## src/design/assert_macros.svh

```systemverilog
// assertion macros shared by the firing unit modules
// expects signals clk and arst_n in the scope of each use
`ifndef ASSERT_MACROS_SVH
`define ASSERT_MACROS_SVH

// property holds at every edge outside reset
`define ASSERT_ALWAYS(label, prop, msg) \
	label: assert property (@(posedge clk) disable iff (!arst_n) (prop)) else $error(msg);

// consequent holds in the cycle after the antecedent
`define ASSERT_NEXT(label, ante, cons, msg) \
	label: assert property (@(posedge clk) disable iff (!arst_n) (ante) |=> (cons)) \
		else $error(msg);

`endif

```

## src/design/tpaf_pkg.sv

```systemverilog
// types and constants of the triac phase-angle firing unit
// no dependencies
package tpaf_pkg;

	localparam int unsigned TICK_W  = 16;
	localparam int unsigned LEVEL_W = 7;
	localparam int unsigned GATE_W  = 3;
	localparam int unsigned TEMP_W  = 8;
	localparam int unsigned CFG_W   = 8;

	localparam logic [TICK_W-1:0]  DELAY_BASE = 16'd56500;
	localparam logic [TICK_W-1:0]  DELAY_STEP = 16'd90;
	localparam logic [LEVEL_W-1:0] LEVEL_MAX  = 7'd100;
	localparam logic [TEMP_W-1:0]  TEMP_LIMIT_RST = 8'hFF;

	typedef enum logic [1:0] {
		CMD_TICK   = 2'd0,
		CMD_CROSS  = 2'd1,
		CMD_TEMP   = 2'd2,
		CMD_SIGNAL = 2'd3
	} cmd_t;

	typedef enum logic [1:0] {
		PH_IDLE  = 2'd0,
		PH_DELAY = 2'd1,
		PH_PULSE = 2'd2
	} phase_t;

	typedef enum logic [1:0] {
		REG_POWER_PCT   = 2'd0,
		REG_GATE_MASK   = 2'd1,
		REG_TEMP_LIMIT  = 2'd2,
		REG_SYNC_MODE   = 2'd3
	} reg_idx_t;

	typedef struct packed {
		logic [LEVEL_W-1:0] power_pct;
		logic [GATE_W-1:0]  gate_enable_mask;
		logic [TEMP_W-1:0]  temp_alarm_limit;
		logic               sync_mode;
	} cfg_t;

	typedef struct packed {
		cmd_t              command;
		logic [TEMP_W-1:0] temp_sample;
		logic              signal_present;
	} item_t;

	typedef struct packed {
		logic [GATE_W-1:0] gate_drive;
		phase_t            firing_phase;
		logic              temp_ok;
		logic              cross_accepted;
	} res_t;

endpackage

```

## src/design/triac_phase_angle_firing_unit.sv

```systemverilog
// top level of the triac phase-angle firing unit
// depends on tpaf_pkg, tpaf_cfg_regs, tpaf_ctrl, tpaf_out_reg
//
// channel   dir  handshake                     payload
// s_axis    in   s_axis_tvalid/s_axis_tready   tuser command, tdata sample and signal
// m_axis    out  m_axis_tvalid/m_axis_tready   tdata gates, phase, temp ok, cross
// cfg       in   cfg_valid/cfg_ready           cfg_index, cfg_data
//
// one beat per clock while the output is not stalled
// a beat passes the input register, the state update and then the result register
// reset clears the state and both stage valids and loads the configuration reset values
// a stalled output holds the result register and backs up through the input register

module triac_phase_angle_firing_unit
	import tpaf_pkg::*;
#(
	parameter int unsigned PULSE_RELOAD = 65527
) (
	input  logic             clk,
	input  logic             arst_n,
	input  logic             s_axis_tvalid,
	output logic             s_axis_tready,
	input  logic [15:0]      s_axis_tdata,  // temp_sample[7:0], signal_present[8], unused
	input  logic [1:0]       s_axis_tuser,  // command[1:0]
	output logic             m_axis_tvalid,
	input  logic             m_axis_tready,
	output logic [7:0]       m_axis_tdata,  // gate_drive[2:0], firing_phase[4:3],
	                                        // temp_ok[5], cross_accepted[6], zero
	input  logic             cfg_valid,
	output logic             cfg_ready,
	input  logic [1:0]       cfg_index,
	input  logic [CFG_W-1:0] cfg_data
);

	cfg_t  cfg;
	item_t in_item;
	res_t  res;
	res_t  out_res;
	logic  res_valid;
	logic  res_ready;

	assign in_item.command        = cmd_t'(s_axis_tuser);
	assign in_item.temp_sample    = s_axis_tdata[TEMP_W-1:0];
	assign in_item.signal_present = s_axis_tdata[TEMP_W];

	tpaf_cfg_regs u_cfg (
		.clk       (clk),
		.arst_n    (arst_n),
		.cfg_valid (cfg_valid),
		.cfg_ready (cfg_ready),
		.cfg_index (reg_idx_t'(cfg_index)),
		.cfg_data  (cfg_data),
		.cfg       (cfg)
	);

	tpaf_ctrl #(
		.PULSE_RELOAD (PULSE_RELOAD)
	) u_ctrl (
		.clk       (clk),
		.arst_n    (arst_n),
		.cfg       (cfg),
		.in_valid  (s_axis_tvalid),
		.in_ready  (s_axis_tready),
		.in_item   (in_item),
		.res_valid (res_valid),
		.res_ready (res_ready),
		.res       (res)
	);

	tpaf_out_reg u_out (
		.clk       (clk),
		.arst_n    (arst_n),
		.res_valid (res_valid),
		.res_ready (res_ready),
		.res       (res),
		.out_valid (m_axis_tvalid),
		.out_ready (m_axis_tready),
		.out_res   (out_res)
	);

	assign m_axis_tdata = {1'b0, out_res.cross_accepted, out_res.temp_ok,
		out_res.firing_phase, out_res.gate_drive};

endmodule

```

## src/design/tpaf_cfg_regs.sv

```systemverilog
// configuration register file of the firing unit
// depends on tpaf_pkg and assert_macros.svh
`include "assert_macros.svh"

module tpaf_cfg_regs
	import tpaf_pkg::*;
(
	input  logic             clk,
	input  logic             arst_n,
	input  logic             cfg_valid,
	output logic             cfg_ready,
	input  reg_idx_t         cfg_index,
	input  logic [CFG_W-1:0] cfg_data,
	output cfg_t             cfg
);

	cfg_t cfg_q;
	logic wr_en;

	assign cfg_ready = 1'b1;
	assign wr_en     = cfg_valid & cfg_ready;
	assign cfg       = cfg_q;

	always_ff @(posedge clk or negedge arst_n) begin
		if (!arst_n) begin
			cfg_q.power_pct        <= '0;
			cfg_q.gate_enable_mask <= '0;
			cfg_q.temp_alarm_limit <= TEMP_LIMIT_RST;
			cfg_q.sync_mode        <= 1'b0;
		end else if (wr_en) begin
			unique case (cfg_index)
				REG_POWER_PCT:   cfg_q.power_pct        <= cfg_data[LEVEL_W-1:0];
				REG_GATE_MASK:   cfg_q.gate_enable_mask <= cfg_data[GATE_W-1:0];
				REG_TEMP_LIMIT:  cfg_q.temp_alarm_limit <= cfg_data[TEMP_W-1:0];
				REG_SYNC_MODE:   cfg_q.sync_mode        <= cfg_data[0];
				default: ;
			endcase
		end
	end

	`ASSERT_NEXT(a_power_wr, wr_en && cfg_index == REG_POWER_PCT,
		cfg_q.power_pct == $past(cfg_data[LEVEL_W-1:0]), "power level write lost")
	`ASSERT_NEXT(a_limit_wr, wr_en && cfg_index == REG_TEMP_LIMIT,
		cfg_q.temp_alarm_limit == $past(cfg_data[TEMP_W-1:0]), "alarm limit write lost")

endmodule

```

## src/design/tpaf_ctrl.sv

```systemverilog
// input register and firing state update of the firing unit
// depends on tpaf_pkg and assert_macros.svh
`include "assert_macros.svh"

module tpaf_ctrl
	import tpaf_pkg::*;
#(
	parameter int unsigned PULSE_RELOAD = 65527
) (
	input  logic  clk,
	input  logic  arst_n,
	input  cfg_t  cfg,
	input  logic  in_valid,
	output logic  in_ready,
	input  item_t in_item,
	output logic  res_valid,
	input  logic  res_ready,
	output res_t  res
);

	localparam logic [TICK_W-1:0] PULSE_LOAD = TICK_W'(PULSE_RELOAD);

	item_t              item_s1;
	logic               vld_s1;
	logic               fire;

	phase_t             phase_q, phase_d;
	logic [TICK_W-1:0]  tick_q, tick_d;
	logic [GATE_W-1:0]  gates_q, gates_d;
	logic               temp_allow_q, temp_allow_d;
	logic               sig_seen_q, sig_seen_d;
	logic               accepted;
	logic [LEVEL_W-1:0] level;
	logic [TICK_W-1:0]  delay_load;

	assign in_ready  = !vld_s1 || res_ready;
	assign fire      = vld_s1 && res_ready;
	assign res_valid = vld_s1;

	// input register
	always_ff @(posedge clk or negedge arst_n) begin
		if (!arst_n) begin
			vld_s1 <= 1'b0;
		end else if (in_ready) begin
			vld_s1 <= in_valid;
		end
	end

	always_ff @(posedge clk) begin
		if (in_ready && in_valid) begin
			item_s1 <= in_item;
		end
	end

	// delay reload from saturated power level
	assign level      = (cfg.power_pct > LEVEL_MAX) ? LEVEL_MAX : cfg.power_pct;
	assign delay_load = DELAY_BASE + TICK_W'(level) * DELAY_STEP;

	always_comb begin
		phase_d      = phase_q;
		tick_d       = tick_q;
		gates_d      = gates_q;
		temp_allow_d = temp_allow_q;
		sig_seen_d   = sig_seen_q;
		accepted     = 1'b0;
		unique case (item_s1.command)
			CMD_TICK: begin
				if (phase_q != PH_IDLE) begin
					tick_d = tick_q + TICK_W'(1);
					if (tick_q == '1) begin
						if (phase_q == PH_DELAY) begin
							if (temp_allow_q) begin
								gates_d = gates_q | cfg.gate_enable_mask;
							end
							tick_d  = PULSE_LOAD;
							phase_d = PH_PULSE;
						end else begin
							gates_d = '0;
							phase_d = PH_IDLE;
						end
					end
				end
			end
			CMD_CROSS: begin
				if (!(cfg.sync_mode && !sig_seen_q)) begin
					accepted = 1'b1;
					tick_d   = delay_load;
					phase_d  = PH_DELAY;
				end
			end
			CMD_TEMP: begin
				temp_allow_d = item_s1.temp_sample < cfg.temp_alarm_limit;
			end
			CMD_SIGNAL: begin
				sig_seen_d = item_s1.signal_present;
			end
			default: ;
		endcase
	end

	always_ff @(posedge clk or negedge arst_n) begin
		if (!arst_n) begin
			phase_q      <= PH_IDLE;
			tick_q       <= '0;
			gates_q      <= '0;
			temp_allow_q <= 1'b0;
			sig_seen_q   <= 1'b0;
		end else if (fire) begin
			phase_q      <= phase_d;
			tick_q       <= tick_d;
			gates_q      <= gates_d;
			temp_allow_q <= temp_allow_d;
			sig_seen_q   <= sig_seen_d;
		end
	end

	assign res.gate_drive     = gates_d;
	assign res.firing_phase   = phase_d;
	assign res.temp_ok        = temp_allow_d;
	assign res.cross_accepted = accepted;

	`ASSERT_ALWAYS(a_idle_released, phase_q != PH_IDLE || (gates_q == '0 && tick_q == '0),
		"gates or counter active while idle")
	`ASSERT_ALWAYS(a_delay_range, phase_q != PH_DELAY || tick_q >= DELAY_BASE,
		"delay counter below base load")
	`ASSERT_ALWAYS(a_pulse_range, phase_q != PH_PULSE || tick_q >= PULSE_LOAD,
		"pulse counter below reload")

endmodule

```

## src/design/tpaf_out_reg.sv

```systemverilog
// result register of the firing unit, parts the core from the output stream
// depends on tpaf_pkg and assert_macros.svh
`include "assert_macros.svh"

module tpaf_out_reg
	import tpaf_pkg::*;
(
	input  logic clk,
	input  logic arst_n,
	input  logic res_valid,
	output logic res_ready,
	input  res_t res,
	output logic out_valid,
	input  logic out_ready,
	output res_t out_res
);

	logic vld_s2;
	res_t res_s2;

	assign res_ready = !vld_s2 || out_ready;
	assign out_valid = vld_s2;
	assign out_res   = res_s2;

	always_ff @(posedge clk or negedge arst_n) begin
		if (!arst_n) begin
			vld_s2 <= 1'b0;
		end else if (res_ready) begin
			vld_s2 <= res_valid;
		end
	end

	always_ff @(posedge clk) begin
		if (res_ready && res_valid) begin
			res_s2 <= res;
		end
	end

	`ASSERT_ALWAYS(a_cross_phase, !(vld_s2 && res_s2.cross_accepted) ||
		res_s2.firing_phase == PH_DELAY, "accepted cross without delay phase")

endmodule
```

## config.mk

```make
export PLATFORM = sky130hd
export DESIGN_NAME = triac_phase_angle_firing_unit
export DESIGN_NICKNAME = d
export VERILOG_FILES = /design/src/design/tpaf_pkg.sv /design/src/design/triac_phase_angle_firing_unit.sv /design/src/design/tpaf_cfg_regs.sv /design/src/design/tpaf_ctrl.sv /design/src/design/tpaf_out_reg.sv
export VERILOG_INCLUDE_DIRS = /design/src /design/src/design
export SDC_FILE = /design/constraint.sdc
export NUM_CORES = 1
export LEC_CHECK = 0
export ABC_AREA = 1
export BUFFER_PORTS_ARGS = -buffer_cell sky130_fd_sc_hd__buf_2
export CAP_MARGIN = 10
export CORE_ASPECT_RATIO = 0.7
export CORE_UTILIZATION = 60
export CTS_CLUSTER_SIZE = 28
export DETAILED_ROUTE_END_ITERATION = 8
export PLACE_DENSITY = 0.87
export SLEW_MARGIN = 25
export SYNTH_ARGS = -nofsm -noshare
export SYNTH_HDL_FRONTEND = slang
export SYNTH_SLANG_ARGS = --single-unit
```

## constraint.sdc

```tcl
create_clock -name clk -period 5.43 [get_ports clk]
set_input_delay 0.2715 -clock clk [delete_from_list [all_inputs] [get_ports clk]]
set_output_delay 0.2715 -clock clk [all_outputs]
set_load 0.01 [all_outputs]
```

==> metrics.cfg <==
[run_status]
status=finished, final reports clean

[final_layout]
drive_gt1_frac=0.159
register_area_sq_um=1650
area_growth_pct=10.3
multi_input_area_sq_um=2200
fill_cells=551
nets=647
final_util=0.689
n_antenna_cell=0

[timing]
final_hold_viol_count=0
finalSetupTns_ps=0
relSlewSlack=0.617
drv_slew=0
fin_ws_ps=1200
rsz0062_at_grt=no
post-route-period-util=0.780
fmax_mhz=236
worstMarginPinSlew_ps=575
skew_ps=7.85
finalSetupViolCount=0
min_period_ps=4230

[die]
die_x_um=102
initial_core_util=0.624
die_height_um=72.3
dieArea_sq_um=7410
io_pins=44
core-area_sq_um=6790
rows=25

[route]
vias=3656
drt_pass1_iterations=5
routed_via_density=5.42
wirelength_um=9100
wl_per_cell_um=13.5
drtIter0Drc=270
antenna_left=0
drc=0

[worst_setup_path]
cp_slowest_stage_delay_ps=530
worstSetupStartpointType=register
path_depth=19
cp_cell_sequence=o21ai_0 > nand2_1 > nand2_1 > inv_1 > or2_2 > ha_1 > ha_1 > fa_1 > ha_1 > fa_1 > nand2_1 > nor2_1 > nand3_1 > nand3_1 > nand2_2 > nand2_1 > nand3_1 > nand2_1 > o21ai_1
cp_data_arrival_time_ps=4460
cp_top_family=adder cells
crit_fanout=8
crit_required_ps=5650
worstSetupPathType=register to register
cp-end-kind=register
rr_worst_depth=19
critPathSlowestCell=fa_1
worst-path-buf-inv=1
cp_common_cell=nand2_1

[placement]
port_buffers=34
gp_congestion=0.862
dp_hpwl_um=6940
place_ws_ps=1220

[clock_tree]
clk_path_buf_depth=2
post_cts_resized=0
clock_latency_ps=340
clk_pin_slew_ps=80
post_cts_buffers=0
cts_hold_buf=0
cts_tree=built
root_buffer=clkbuf_8
cts_buffers=9
htreeDepth=3
cts.sinks=62

[yosys]
synth_most_common_cell=nand2_1
ys_top_cells_by_area=dfrtp_1, edfxtp_1, nand2_1
ys_warn_count=0
async_reset_ff_frac=0.710
yosys.area.top_type=dfrtp_1
ys_types=43
synth_nets=608
synth_top_cell_area_share=0.213
synth-main-ff-cell=dfrtp_1
yosysSeqAreaShare=0.390
synth_edf_count=18
syn_area_sq_um=4240
ys_ff_latch=62
synthTopCellsByCount=nand2_1, inv_1, nand3_1, dfrtp_1, nor2_1
syn_avg_cell_area_sq_um=7.90
syn_inst=536

[power]
ir_worst_vdd_v=0.000182
leakagePower_nw=2.44
p_total_mw=2.18
p_per_area_nw_per_um2=466

[global_routing]
grt_pass1_vias=3439
grt_start_max_net_pins=45
grt_antenna_before_repair=0
grtUsageTotal=0.276
grt_pass1_wl_um=15500
grt_remaining_overflow=0

[min_path]
min_path_cells=1
min_path_type=input pin to register

[run]
drv_cap=0

-- worst reg2reg max path, stage by stage, from the launching register on --
cell and delay, ps:
dfrtp_1 410, o21ai_0 200, nand2_1 70, nand2_1 120, inv_1 80, or2_2 310
ha_1 330, ha_1 330, fa_1 470, ha_1 250, fa_1 530, nand2_1 70
nor2_1 100, nand3_1 120, nand3_1 170, nand2_2 130, nand2_1 130, nand3_1 150
nand2_1 100, o21ai_1 60
-- cell usage in the layout (no fill, tap or decap), drive strengths merged --
cell | synthesis | layout
or2 | 3 | 3
o21bai | 2 | 2
fa | 7 | 7
xnor2 | 2 | 2
buf | 3 | 34
a21o | 1 | 1
conb | 2 | 2
xor2 | 8 | 8
edfxtp | 18 | 18
o211ai | 2 | 2
nand2 | 144 | 144
a21oi | 22 | 22
nor3 | 7 | 7
ha | 32 | 32
dlygate4sd3 | 0 | 1
clkinv | 1 | 6
nand4 | 9 | 9
o22ai | 2 | 2
o21a | 1 | 1
dfstp | 8 | 8
inv | 92 | 94
o31ai | 1 | 1
nor2 | 43 | 43
a2111oi | 1 | 1
o21ai | 42 | 42
clkbuf | 4 | 9
dfrtp | 36 | 36
mux2 | 1 | 1
a31oi | 3 | 3
nand3 | 39 | 39
-- final cells by class --
type                    instances  share of cell area
clock inverters                 7              0.0104
clock buffers                   9              0.0265
flip-flops and latches         62               0.353
multi-input cells             374               0.471
inverters                      93              0.0747
repair buffers                 35              0.0391
well taps                      94              0.0252
-- registers in the layout, indices dropped and copies added (netlist names) --
name / flops
u_cfg.cfg: 19
u_ctrl.gates_q: 3
u_ctrl.item_s1: 11
u_ctrl.phase_q: 2
u_ctrl.res_valid: 1
u_ctrl.sig_seen_q: 1
u_ctrl.temp_allow_q: 1
u_ctrl.tick_q: 16
u_out.out_res: 7
u_out.out_valid: 1
-- power by group --
group / internal (mW) / leakage, nW / switching, mW / total, mW
Clock: 0.167 / 0.0914 / 0.192 / 0.359
Combinational: 0.402 / 1.64 / 0.721 / 1.12
Sequential: 0.596 / 0.707 / 0.101 / 0.697
Total: 1.16 / 2.44 / 1.01 / 2.18
-- stage by stage --
step | instance area (sq um) | cells | hold WS [ps]
detailed placement | 4490 | 657 | 450
floorplan | 4240 | 536 | -24.1
global route | 4670 | 674 | 77.1
finish | 4670 | 674 | 96.8
global placement | 4490 | 657 | 447
CTS | 4660 | 673 | 89.9
-- final timing paths --
path	startpoint	endpoint	slack (ps)
min reg2reg	u_cfg.cfg[8]$_DFFE_PN1P_	u_cfg.cfg[8]$_DFFE_PN1P_	490
min in group asynchronous	arst_n	u_ctrl.phase_q[1]$_DFFE_PN0P_	460
max	u_cfg.cfg[12]$_DFFE_PN0P_	u_ctrl.tick_q[14]$_DFFE_PN0P_	1200
min	s_axis_tdata[5]	u_ctrl.item_s1[6]$_DFFE_PP_	100
max in group asynchronous	arst_n	u_cfg.cfg[4]$_DFFE_PN1P_	4570
max reg2reg	u_cfg.cfg[12]$_DFFE_PN0P_	u_ctrl.tick_q[14]$_DFFE_PN0P_	1200
-- routing by layer --
metal,up-vias,GRT usage,wire length (um)
met2,129,0.424,4110
met3,8,0.0713,647
met4,0,0.0698,57
met5,-,0,0
li1,1815,-,-
met1,1704,0.392,4280
-- kinds of logic (layout without fill, tap and decap cells) --
kind of cell	after synthesis	after routing	share of synthesized area
xor gates and xnor gates	10	10	0.0207
and+or+nand+nor	245	245	0.264
buffers and inverters	100	144	0.0907
DFF	62	62	0.390
AOI/OAI and AO/OA	77	77	0.103
adders and majority gates	39	39	0.128
other	2	2	0.00177
muxes	1	1	0.00266
Note: power is estimated with default switching activity, not from simulation.
